===== src/rtl/sha256_pkg.sv =====
// SHA-256 hasher package: payload structs, round constants, a rotate helper,
// and the controller-to-datapath command/status structs. No dependencies.
package sha256_pkg;

    typedef struct packed {
        logic [7:0] data_byte;
        logic       byte_valid;
        logic       end_of_message;
    } in_item_t;

    typedef struct packed {
        logic [31:0] digest_word;
        logic [2:0]  word_index;
        logic        last_word;
    } out_item_t;

    typedef enum logic [2:0] {
        BSRC_IDLE,
        BSRC_DATA,
        BSRC_PAD80,
        BSRC_ZERO,
        BSRC_LEN
    } byte_src_t;

    typedef struct packed {
        logic       clear_msg;   // reset hash words and byte count
        logic       byte_write;  // shift one byte into the block buffer
        byte_src_t  byte_src;
        logic       count_up;
        logic       round_init;  // load working vars and schedule
        logic       round_step;  // one round
        logic       hash_add;    // fold working vars into hash words
        logic       out_load;    // load digest word word_sel into output reg
        logic [2:0] word_sel;
        logic [5:0] round_idx;
        logic [2:0] len_idx;
    } dp_cmd_t;

    typedef struct packed {
        logic [5:0] byte_pos;    // byte count mod 64
    } dp_status_t;

    localparam logic [31:0] ROUND_K [64] = '{
        32'h428a2f98, 32'h71374491, 32'hb5c0fbcf, 32'he9b5dba5, 32'h3956c25b,
        32'h59f111f1, 32'h923f82a4, 32'hab1c5ed5, 32'hd807aa98, 32'h12835b01,
        32'h243185be, 32'h550c7dc3, 32'h72be5d74, 32'h80deb1fe, 32'h9bdc06a7,
        32'hc19bf174, 32'he49b69c1, 32'hefbe4786, 32'h0fc19dc6, 32'h240ca1cc,
        32'h2de92c6f, 32'h4a7484aa, 32'h5cb0a9dc, 32'h76f988da, 32'h983e5152,
        32'ha831c66d, 32'hb00327c8, 32'hbf597fc7, 32'hc6e00bf3, 32'hd5a79147,
        32'h06ca6351, 32'h14292967, 32'h27b70a85, 32'h2e1b2138, 32'h4d2c6dfc,
        32'h53380d13, 32'h650a7354, 32'h766a0abb, 32'h81c2c92e, 32'h92722c85,
        32'ha2bfe8a1, 32'ha81a664b, 32'hc24b8b70, 32'hc76c51a3, 32'hd192e819,
        32'hd6990624, 32'hf40e3585, 32'h106aa070, 32'h19a4c116, 32'h1e376c08,
        32'h2748774c, 32'h34b0bcb5, 32'h391c0cb3, 32'h4ed8aa4a, 32'h5b9cca4f,
        32'h682e6ff3, 32'h748f82ee, 32'h78a5636f, 32'h84c87814, 32'h8cc70208,
        32'h90befffa, 32'ha4506ceb, 32'hbef9a3f7, 32'hc67178f2};

    localparam logic [31:0] INIT_HASH [8] = '{
        32'h6a09e667, 32'hbb67ae85, 32'h3c6ef372, 32'ha54ff53a,
        32'h510e527f, 32'h9b05688c, 32'h1f83d9ab, 32'h5be0cd19};

    localparam logic [7:0] PAD_BYTE    = 8'h80;
    localparam logic [5:0] LEN_POS     = 6'd56;

    function automatic logic [31:0] ror32(input logic [31:0] x, input int n);
        ror32 = (x >> n) | (x << (32 - n));
    endfunction

endpackage


===== src/rtl/sha256_dp.sv =====
// SHA-256 datapath: block shift buffer, rolling 16-word schedule, working
// variables, chained hash words, byte counter, output register. Uses sha256_pkg.
module sha256_dp
    import sha256_pkg::*;
(
    input  logic        clk,
    input  logic        rst_n,
    input  dp_cmd_t     cmd,
    input  logic [7:0]  data_byte,
    output dp_status_t  status,
    output out_item_t   out_item
);

    logic [7:0]  blk_reg [64];
    logic [31:0] w_reg [16];
    logic [31:0] v_reg [8];
    logic [31:0] h_reg [8];
    logic [60:0] count_reg;
    out_item_t   out_reg;

    logic [7:0]  byte_in;
    logic [63:0] bits;
    logic [31:0] w_new, wi, t1, t2, s0, s1, w15, w2;

    assign bits = {count_reg, 3'b000};

    always_comb
    begin
        case (cmd.byte_src)
            BSRC_DATA:  byte_in = data_byte;
            BSRC_PAD80: byte_in = PAD_BYTE;
            BSRC_LEN:   byte_in = bits[8*(7-cmd.len_idx) +: 8];
            default:    byte_in = 8'h00;
        endcase
    end

    // Schedule: window w_reg[0] is W[t], rolls left each round.
    assign w15 = w_reg[1];
    assign w2  = w_reg[14];
    assign s0  = ror32(w15, 7) ^ ror32(w15, 18) ^ (w15 >> 3);
    assign s1  = ror32(w2, 17) ^ ror32(w2, 19) ^ (w2 >> 10);
    assign w_new = w_reg[0] + s0 + w_reg[9] + s1;
    assign wi  = w_reg[0];

    assign t1 = v_reg[7] + (ror32(v_reg[4], 6) ^ ror32(v_reg[4], 11) ^ ror32(v_reg[4], 25))
              + ((v_reg[4] & v_reg[5]) ^ (~v_reg[4] & v_reg[6]))
              + ROUND_K[cmd.round_idx] + wi;
    assign t2 = (ror32(v_reg[0], 2) ^ ror32(v_reg[0], 13) ^ ror32(v_reg[0], 22))
              + ((v_reg[0] & v_reg[1]) ^ (v_reg[0] & v_reg[2]) ^ (v_reg[1] & v_reg[2]));

    always_ff @(posedge clk)
    begin
        if (cmd.byte_write)
        begin
            for (int i = 0; i < 63; i++)
                blk_reg[i] <= blk_reg[i+1];
            blk_reg[63] <= byte_in;
        end
        if (cmd.round_init)
        begin
            for (int i = 0; i < 16; i++)
                w_reg[i] <= {blk_reg[4*i], blk_reg[4*i+1], blk_reg[4*i+2], blk_reg[4*i+3]};
            for (int i = 0; i < 8; i++)
                v_reg[i] <= h_reg[i];
        end
        else if (cmd.round_step)
        begin
            for (int i = 0; i < 15; i++)
                w_reg[i] <= w_reg[i+1];
            w_reg[15] <= w_new;
            v_reg[7] <= v_reg[6];
            v_reg[6] <= v_reg[5];
            v_reg[5] <= v_reg[4];
            v_reg[4] <= v_reg[3] + t1;
            v_reg[3] <= v_reg[2];
            v_reg[2] <= v_reg[1];
            v_reg[1] <= v_reg[0];
            v_reg[0] <= t1 + t2;
        end
        if (cmd.out_load)
        begin
            out_reg.digest_word <= h_reg[cmd.word_sel];
            out_reg.word_index  <= cmd.word_sel;
            out_reg.last_word   <= (cmd.word_sel == 3'd7);
        end
    end

    // The schedule window holds W[t..t+15]; entries beyond round 47 are
    // never used, so computing them is harmless.

    always_ff @(posedge clk or negedge rst_n)
    begin
        if (!rst_n)
        begin
            for (int i = 0; i < 8; i++)
                h_reg[i] <= INIT_HASH[i];
            count_reg <= '0;
        end
        else
        begin
            if (cmd.clear_msg)
            begin
                for (int i = 0; i < 8; i++)
                    h_reg[i] <= INIT_HASH[i];
                count_reg <= '0;
            end
            else
            begin
                if (cmd.hash_add)
                    for (int i = 0; i < 8; i++)
                        h_reg[i] <= h_reg[i] + v_reg[i];
                if (cmd.count_up)
                    count_reg <= count_reg + 61'd1;
            end
        end
    end

    assign status.byte_pos = count_reg[5:0];
    assign out_item = out_reg;

endmodule


===== src/rtl/sha256_ctrl.sv =====
// SHA-256 controller: sequences byte intake, padding, 64 rounds per block
// and the eight-word digest output. Uses sha256_pkg.
module sha256_ctrl
    import sha256_pkg::*;
(
    input  logic       clk,
    input  logic       rst_n,
    input  in_item_t   in_item,
    input  logic       in_valid,
    output logic       in_ready,
    output logic       out_valid,
    input  logic       out_ready,
    input  dp_status_t status,
    output dp_cmd_t    cmd
);

    typedef enum logic [2:0] {
        S_IDLE,
        S_INIT,
        S_ROUND,
        S_ADD,
        S_PAD,
        S_LEN,
        S_OUT
    } state_t;

    state_t     state_reg, state_next;
    logic [5:0] pos_reg, pos_next;   // padding write position
    logic [5:0] rnd_reg, rnd_next;
    logic [2:0] idx_reg, idx_next;   // length byte or digest word
    logic       fin_reg, fin_next;   // padding pending after block
    logic       last_reg, last_next; // final block of the message
    logic       ov_reg, ov_next;
    logic       accept;

    assign in_ready  = (state_reg == S_IDLE);
    assign out_valid = ov_reg;
    assign accept    = in_valid && in_ready;

    always_comb
    begin
        state_next = state_reg;
        pos_next   = pos_reg;
        rnd_next   = rnd_reg;
        idx_next   = idx_reg;
        fin_next   = fin_reg;
        last_next  = last_reg;
        ov_next    = ov_reg;
        cmd        = '0;
        cmd.byte_src  = BSRC_IDLE;
        cmd.round_idx = rnd_reg;
        cmd.len_idx   = idx_reg;
        cmd.word_sel  = idx_reg;
        unique case (state_reg)
            S_IDLE:
            begin
                if (accept)
                begin
                    fin_next  = in_item.end_of_message;
                    last_next = 1'b0;
                    pos_next  = status.byte_pos;
                    if (in_item.byte_valid)
                    begin
                        cmd.byte_write = 1'b1;
                        cmd.byte_src   = BSRC_DATA;
                        cmd.count_up   = 1'b1;
                        pos_next       = status.byte_pos + 6'd1;
                        if (status.byte_pos == 6'd63)
                            state_next = S_INIT;
                        else if (in_item.end_of_message)
                            state_next = S_PAD;
                    end
                    else if (in_item.end_of_message)
                        state_next = S_PAD;
                    if (state_next == S_PAD)
                    begin
                        // 0x80 is written first, in S_PAD
                        state_next = S_PAD;
                        fin_next   = 1'b0;
                    end
                end
            end
            S_PAD:
            begin
                // entered with pos_reg = next write position; 0x80 pending
                // is encoded by idx_reg==0, zeros follow once idx_reg==1
                cmd.byte_write = 1'b1;
                cmd.byte_src   = (idx_reg == 3'd1) ? BSRC_ZERO : BSRC_PAD80;
                idx_next       = 3'd1;
                pos_next       = pos_reg + 6'd1;
                if (pos_reg == 6'd63)
                begin
                    idx_next   = 3'd1;
                    state_next = S_INIT;
                end
                else if (pos_reg == LEN_POS - 6'd1)
                begin
                    idx_next   = '0;
                    state_next = S_LEN;
                end
            end
            S_LEN:
            begin
                cmd.byte_write = 1'b1;
                cmd.byte_src   = BSRC_LEN;
                idx_next       = idx_reg + 3'd1;
                if (idx_reg == 3'd7)
                begin
                    last_next  = 1'b1;
                    state_next = S_INIT;
                end
            end
            S_INIT:
            begin
                cmd.round_init = 1'b1;
                rnd_next       = '0;
                state_next     = S_ROUND;
            end
            S_ROUND:
            begin
                cmd.round_step = 1'b1;
                rnd_next       = rnd_reg + 6'd1;
                if (rnd_reg == 6'd63)
                    state_next = S_ADD;
            end
            S_ADD:
            begin
                cmd.hash_add = 1'b1;
                if (last_reg)
                begin
                    idx_next   = '0;
                    state_next = S_OUT;
                end
                else if (fin_reg)
                begin
                    // message ended exactly on a block boundary
                    fin_next   = 1'b0;
                    idx_next   = '0;
                    pos_next   = '0;
                    state_next = S_PAD;
                end
                else if (pos_reg != '0)
                    state_next = S_PAD;   // pad spill: continue with zeros
                else
                    state_next = S_IDLE;
                if (!last_reg && !fin_reg && pos_reg != '0)
                    idx_next = 3'd1;
                if (!last_reg && !fin_reg && pos_reg == '0 && idx_reg == 3'd1)
                begin
                    // padding spilled into a new block: zeros up to length
                    state_next = S_PAD;
                end
            end
            S_OUT:
            begin
                if (!ov_reg || out_ready)
                begin
                    cmd.out_load = 1'b1;
                    ov_next      = 1'b1;
                    idx_next     = idx_reg + 3'd1;
                    if (idx_reg == 3'd7)
                    begin
                        cmd.clear_msg = 1'b1;
                        state_next    = S_IDLE;
                    end
                end
            end
            default:
                state_next = S_IDLE;
        endcase
        if (ov_reg && out_ready && !cmd.out_load)
            ov_next = 1'b0;
        // idx of 0 marks "0x80 still pending" when entering padding from IDLE
        if (state_reg == S_IDLE)
            idx_next = '0;
    end

    always_ff @(posedge clk or negedge rst_n)
    begin
        if (!rst_n)
        begin
            state_reg <= S_IDLE;
            pos_reg   <= '0;
            rnd_reg   <= '0;
            idx_reg   <= '0;
            fin_reg   <= 1'b0;
            last_reg  <= 1'b0;
            ov_reg    <= 1'b0;
        end
        else
        begin
            state_reg <= state_next;
            pos_reg   <= pos_next;
            rnd_reg   <= rnd_next;
            idx_reg   <= idx_next;
            fin_reg   <= fin_next;
            last_reg  <= last_next;
            ov_reg    <= ov_next;
        end
    end

endmodule


===== src/rtl/sha256_byte_stream_hasher.sv =====
// SHA-256 byte-stream hasher top level: joins controller and datapath.
// Depends on sha256_pkg, sha256_ctrl, sha256_dp.
//
// Takes a message one byte per transaction; a transaction with
// end_of_message set (with or without a byte) pads the message, finishes it
// and delivers the digest as eight transactions, word 0 first, then restarts
// at the initial hash values. The 64th byte of a block starts a
// compression (load, 64 rounds, add), during which no input is taken,
// since a single round unit does all rounds in turn. A message end
// writes the padding (spilling into a second block when the pad byte
// lands in the last eight bytes of a block), runs one or two
// compressions, then delivers eight output words paced by out_ready.
// Input is taken only while the controller idles.
module sha256_byte_stream_hasher
    import sha256_pkg::*;
(
    input  logic      clk,
    input  logic      rst_n,
    input  logic      in_valid,
    output logic      in_ready,
    input  in_item_t  in_data,
    output logic      out_valid,
    input  logic      out_ready,
    output out_item_t out_data
);

    dp_cmd_t    cmd;
    dp_status_t status;

    // Sequence intake, padding, rounds and output.
    sha256_ctrl u_ctrl (
        .clk       (clk),
        .rst_n     (rst_n),
        .in_item   (in_data),
        .in_valid  (in_valid),
        .in_ready  (in_ready),
        .out_valid (out_valid),
        .out_ready (out_ready),
        .status    (status),
        .cmd       (cmd)
    );

    // Hold the block, schedule, working and hash words.
    sha256_dp u_dp (
        .clk       (clk),
        .rst_n     (rst_n),
        .cmd       (cmd),
        .data_byte (in_data.data_byte),
        .status    (status),
        .out_item  (out_data)
    );

endmodule


===== config.mk =====
export PLATFORM = sky130hd
export DESIGN_NAME = sha256_byte_stream_hasher
export DESIGN_NICKNAME = d
export VERILOG_FILES = /design/src/rtl/sha256_pkg.sv /design/src/rtl/sha256_dp.sv /design/src/rtl/sha256_ctrl.sv /design/src/rtl/sha256_byte_stream_hasher.sv
export SDC_FILE = /design/constraint.sdc
export NUM_CORES = 2
export LEC_CHECK = 0
export BUFFER_PORTS_ARGS = -buffer_cell sky130_fd_sc_hd__buf_2
export CORE_MARGIN = 8
export CORE_UTILIZATION = 50
export CTS_BUF_LIST = sky130_fd_sc_hd__clkbuf_4 sky130_fd_sc_hd__clkbuf_8
export DETAILED_ROUTE_END_ITERATION = 10
export PLACE_DENSITY = 0.65
export SETUP_SLACK_MARGIN = 0.5
export SKIP_LAST_GASP = 1
export SLEW_MARGIN = 20
export SYNTH_ARGS = -nofsm -noshare
export SYNTH_HDL_FRONTEND = slang
export SYNTH_SLANG_ARGS = --single-unit

===== constraint.sdc =====
create_clock -name clk -period 25.4 [get_ports clk]
set_clock_uncertainty 0.1 [all_clocks]
set_input_delay 1.27 -clock clk [delete_from_list [all_inputs] [get_ports clk]]
set_output_delay 1.27 -clock clk [all_outputs]
set_load 0.01 [all_outputs]

==> results.json <==
{
  "outcome": "complete, no violations",
  "multi_input_area_um2": 40600,
  "htreeDepth": 5,
  "path_buf_inv": 3,
  "finalCriticalPeriod_ns": 11.53,
  "grt_pass1_vias": 64092,
  "clk_pin_slew_worst_paths_ns": 0.06,
  "synth_simple_gate_area_frac": 0.131,
  "yosysMostFrequentCell": "nand2_1",
  "syn2layout_area_growth_pct": 9.18,
  "reg2regPathDepth": 34,
  "path_max_fanout": 16,
  "slew_violations": 0,
  "synth_compound_area_frac": 0.106,
  "tns_ns": 0,
  "layout_worst_path_cycle_share": 0.454,
  "clockBufferDepth": 4,
  "clk_latency_ns": 1.07,
  "die_w_um": 443,
  "grt_overflow": 0,
  "synth_edf_count": 1316,
  "cts-buffers-inserted": 300,
  "hp-class": "primary input to asynchronous set/reset pin",
  "viasPerCell": 5.87,
  "async_reset_ff_frac": 0.204,
  "rrSetupSlack_ns": 13.87,
  "synth_top_family_by_area": "simple AND/OR/NAND/NOR gates",
  "synth_area_um2": 91300,
  "synth_cell_types": 86,
  "ios": 52,
  "grt_first_pass_wirelength_mm": 409,
  "antenna_found_initial": 4,
  "num-fill-cells": 15689,
  "final_hold_viol_count": 0,
  "io_buffers": 51,
  "hold_buffers": 0,
  "ys_ff_latch": 1654,
  "cts_tree": "done",
  "relSlewSlack": 0.192,
  "timing.rr.end": "u_dp.v_reg[0][30]$_DFFE_PP_",
  "fp-row-count": 157,
  "netlist_instances": 8365,
  "cts_resized": 0,
  "worstPathArrival_ns": 12.14,
  "criticalPathCategory": "register to register",
  "fp.dieArea_um2": 197000,
  "clockRootBuffer": "clkbuf_8",
  "die_h_um": 443,
  "max_clock_freq_mhz": 86.7,
  "start_util": 0.501,
  "synthMuxAreaShare": 0.0471,
  "synthXorXnorAreaFrac": 0.0603,
  "synth_area_leaders": "edfxtp_1, nand2_1, dfrtp_1, ha_1, fa_1",
  "synth_common_cells": "nand2_1, edfxtp_1, a21oi_1, o21ai_0, ha_1",
  "avgRoutedWirePerCell_um": 24.8,
  "ant_nets": 0,
  "slowest_delay_ns": 0.88,
  "synth_area_leader_cell": "edfxtp_1",
  "ys.warnings.count": 0,
  "gp_congestion": 0.976,
  "route.detailed.drc": 0,
  "layout.nets": 9019,
  "synth_adder_area_share": 0.100,
  "syn_area_per_cell_um2": 10.9,
  "crit_family": "compound AO/OA/AOI/OAI gates",
  "yosysTopAreaCellShare": 0.433,
  "worstMarginPinSlew_ns": 1.20,
  "start_kind": "register",
  "seq_area_frac_synth": 0.527,
  "syn-num-nets": 8974,
  "grt_usage": 0.271,
  "final-setup-viol-count": 0,
  "synth_top_flop_cell": "edfxtp_1",
  "cp_slowest_cell": "a2111oi_0",
  "seq_area_um2": 48200,
  "cpMostUsedCell": "fa_1",
  "crit_required_ns": 26.01,
  "cts_setup_buffers": 0,
  "r2r-start": "u_ctrl.rnd_reg[1]$_DFFE_PN0P_",
  "vias": 64703,
  "first_pass_iters": 8,
  "wl_mm": 274,
  "drv_cap": 0,
  "grt_setup_unrepaired": "no",
  "core_um2": 182000,
  "clock_sinks": 1654,
  "grt_max_degree": 219,
  "dpl.hpwl_mm": 195,
  "cp-end-kind": "register",
  "drive_gt1_frac": 0.120,
  "drtIter0Drc": 5951
}
[how the worst max path moves through the flow]
stage / startpoint / to / slack, ns / cells past startpoint
2_1_floorplan: u_ctrl.state_reg[0]$_DFFE_PN0P_ / u_ctrl.rnd_reg[1]$_DFFE_PN0P_ / 7.77 / 6
3_3_place_gp: u_ctrl.rnd_reg[1]$_DFFE_PN0P_ / u_dp.v_reg[0][30]$_DFFE_PP_ / 14.16 / 34
3_5_place_dp: u_ctrl.rnd_reg[1]$_DFFE_PN0P_ / u_dp.v_reg[0][30]$_DFFE_PP_ / 14.07 / 34
4_1_cts: u_ctrl.rnd_reg[1]$_DFFE_PN0P_ / u_dp.v_reg[0][30]$_DFFE_PP_ / 14.05 / 34
5_1_grt: u_ctrl.rnd_reg[1]$_DFFE_PN0P_ / u_dp.v_reg[0][30]$_DFFE_PP_ / 13.27 / 34
6_report: u_ctrl.rnd_reg[1]$_DFFE_PN0P_ / u_dp.v_reg[0][30]$_DFFE_PP_ / 13.87 / 34
[stage by stage]
stage / hold WS, ns / util / setup WS [ns] / cell area [µm²] / cells
floorplan: 0.320 / - / 7.77 / 91300 / 8365
global placement: 0.323 / 0.515 / 14.16 / 93800 / 10493
detailed placement: 0.328 / 0.515 / 14.07 / 93800 / 10493
CTS: 0.224 / 0.547 / 14.05 / 99700 / 11011
global route: 0.278 / 0.547 / 13.27 / 99700 / 11016
finish: 0.268 / 0.547 / 13.87 / 99700 / 11017
[metal layers]
metal / share of wire / GRT usage
met5: 0 / 0
met4: 0.058 / 0.137
met3: 0.058 / 0.0408
met2: 0.47 / 0.437
met1: 0.42 / 0.359
[final cells by class]
cell class,count,area share
diodes,6,0.000151
clock buffers,418,0.0517
clock inverters,100,0.00688
inverters,299,0.0113
multi-input cells,6025,0.408
flip-flops and latches,1654,0.483
well taps,2385,0.0299
repair buffers,130,0.00915
[cells in the final DEF, fill, tap and decap left out, types with 75 or more instances in the layout]
master	synthesis	routed
nand2_1	2054	2052
edfxtp_1	1316	1316
a21oi_1	429	429
o21ai_0	421	420
ha_1	400	400
xnor2_1	388	388
clkbuf_8	0	323
nor2_1	324	320
inv_1	296	294
xor2_1	235	235
dfrtp_1	202	198
fa_1	195	195
a21o_1	179	179
mux2_2	173	173
nand3_1	139	139
dfstp_2	136	136
o21ai_1	97	98
clkbuf_4	0	95
nor3_1	91	90
mux4_2	85	85
nand2b_1	75	75
[cells by family (layout without fill, tap and decap cells)]
kind of cell    count (synthesis)  count (layout)
fa+ha+maj                     621             621
xor+xnor                      625             625
mux                           302             302
flops                        1654            1654
compound gates               1575            1575
other cells                     0               6
simple gates                 2902            2902
buf+inv                       686             947
Power is left out: the tool's default activity adds up to more than one toggle a clock period on the data nets, which glitch-free logic cannot reach.
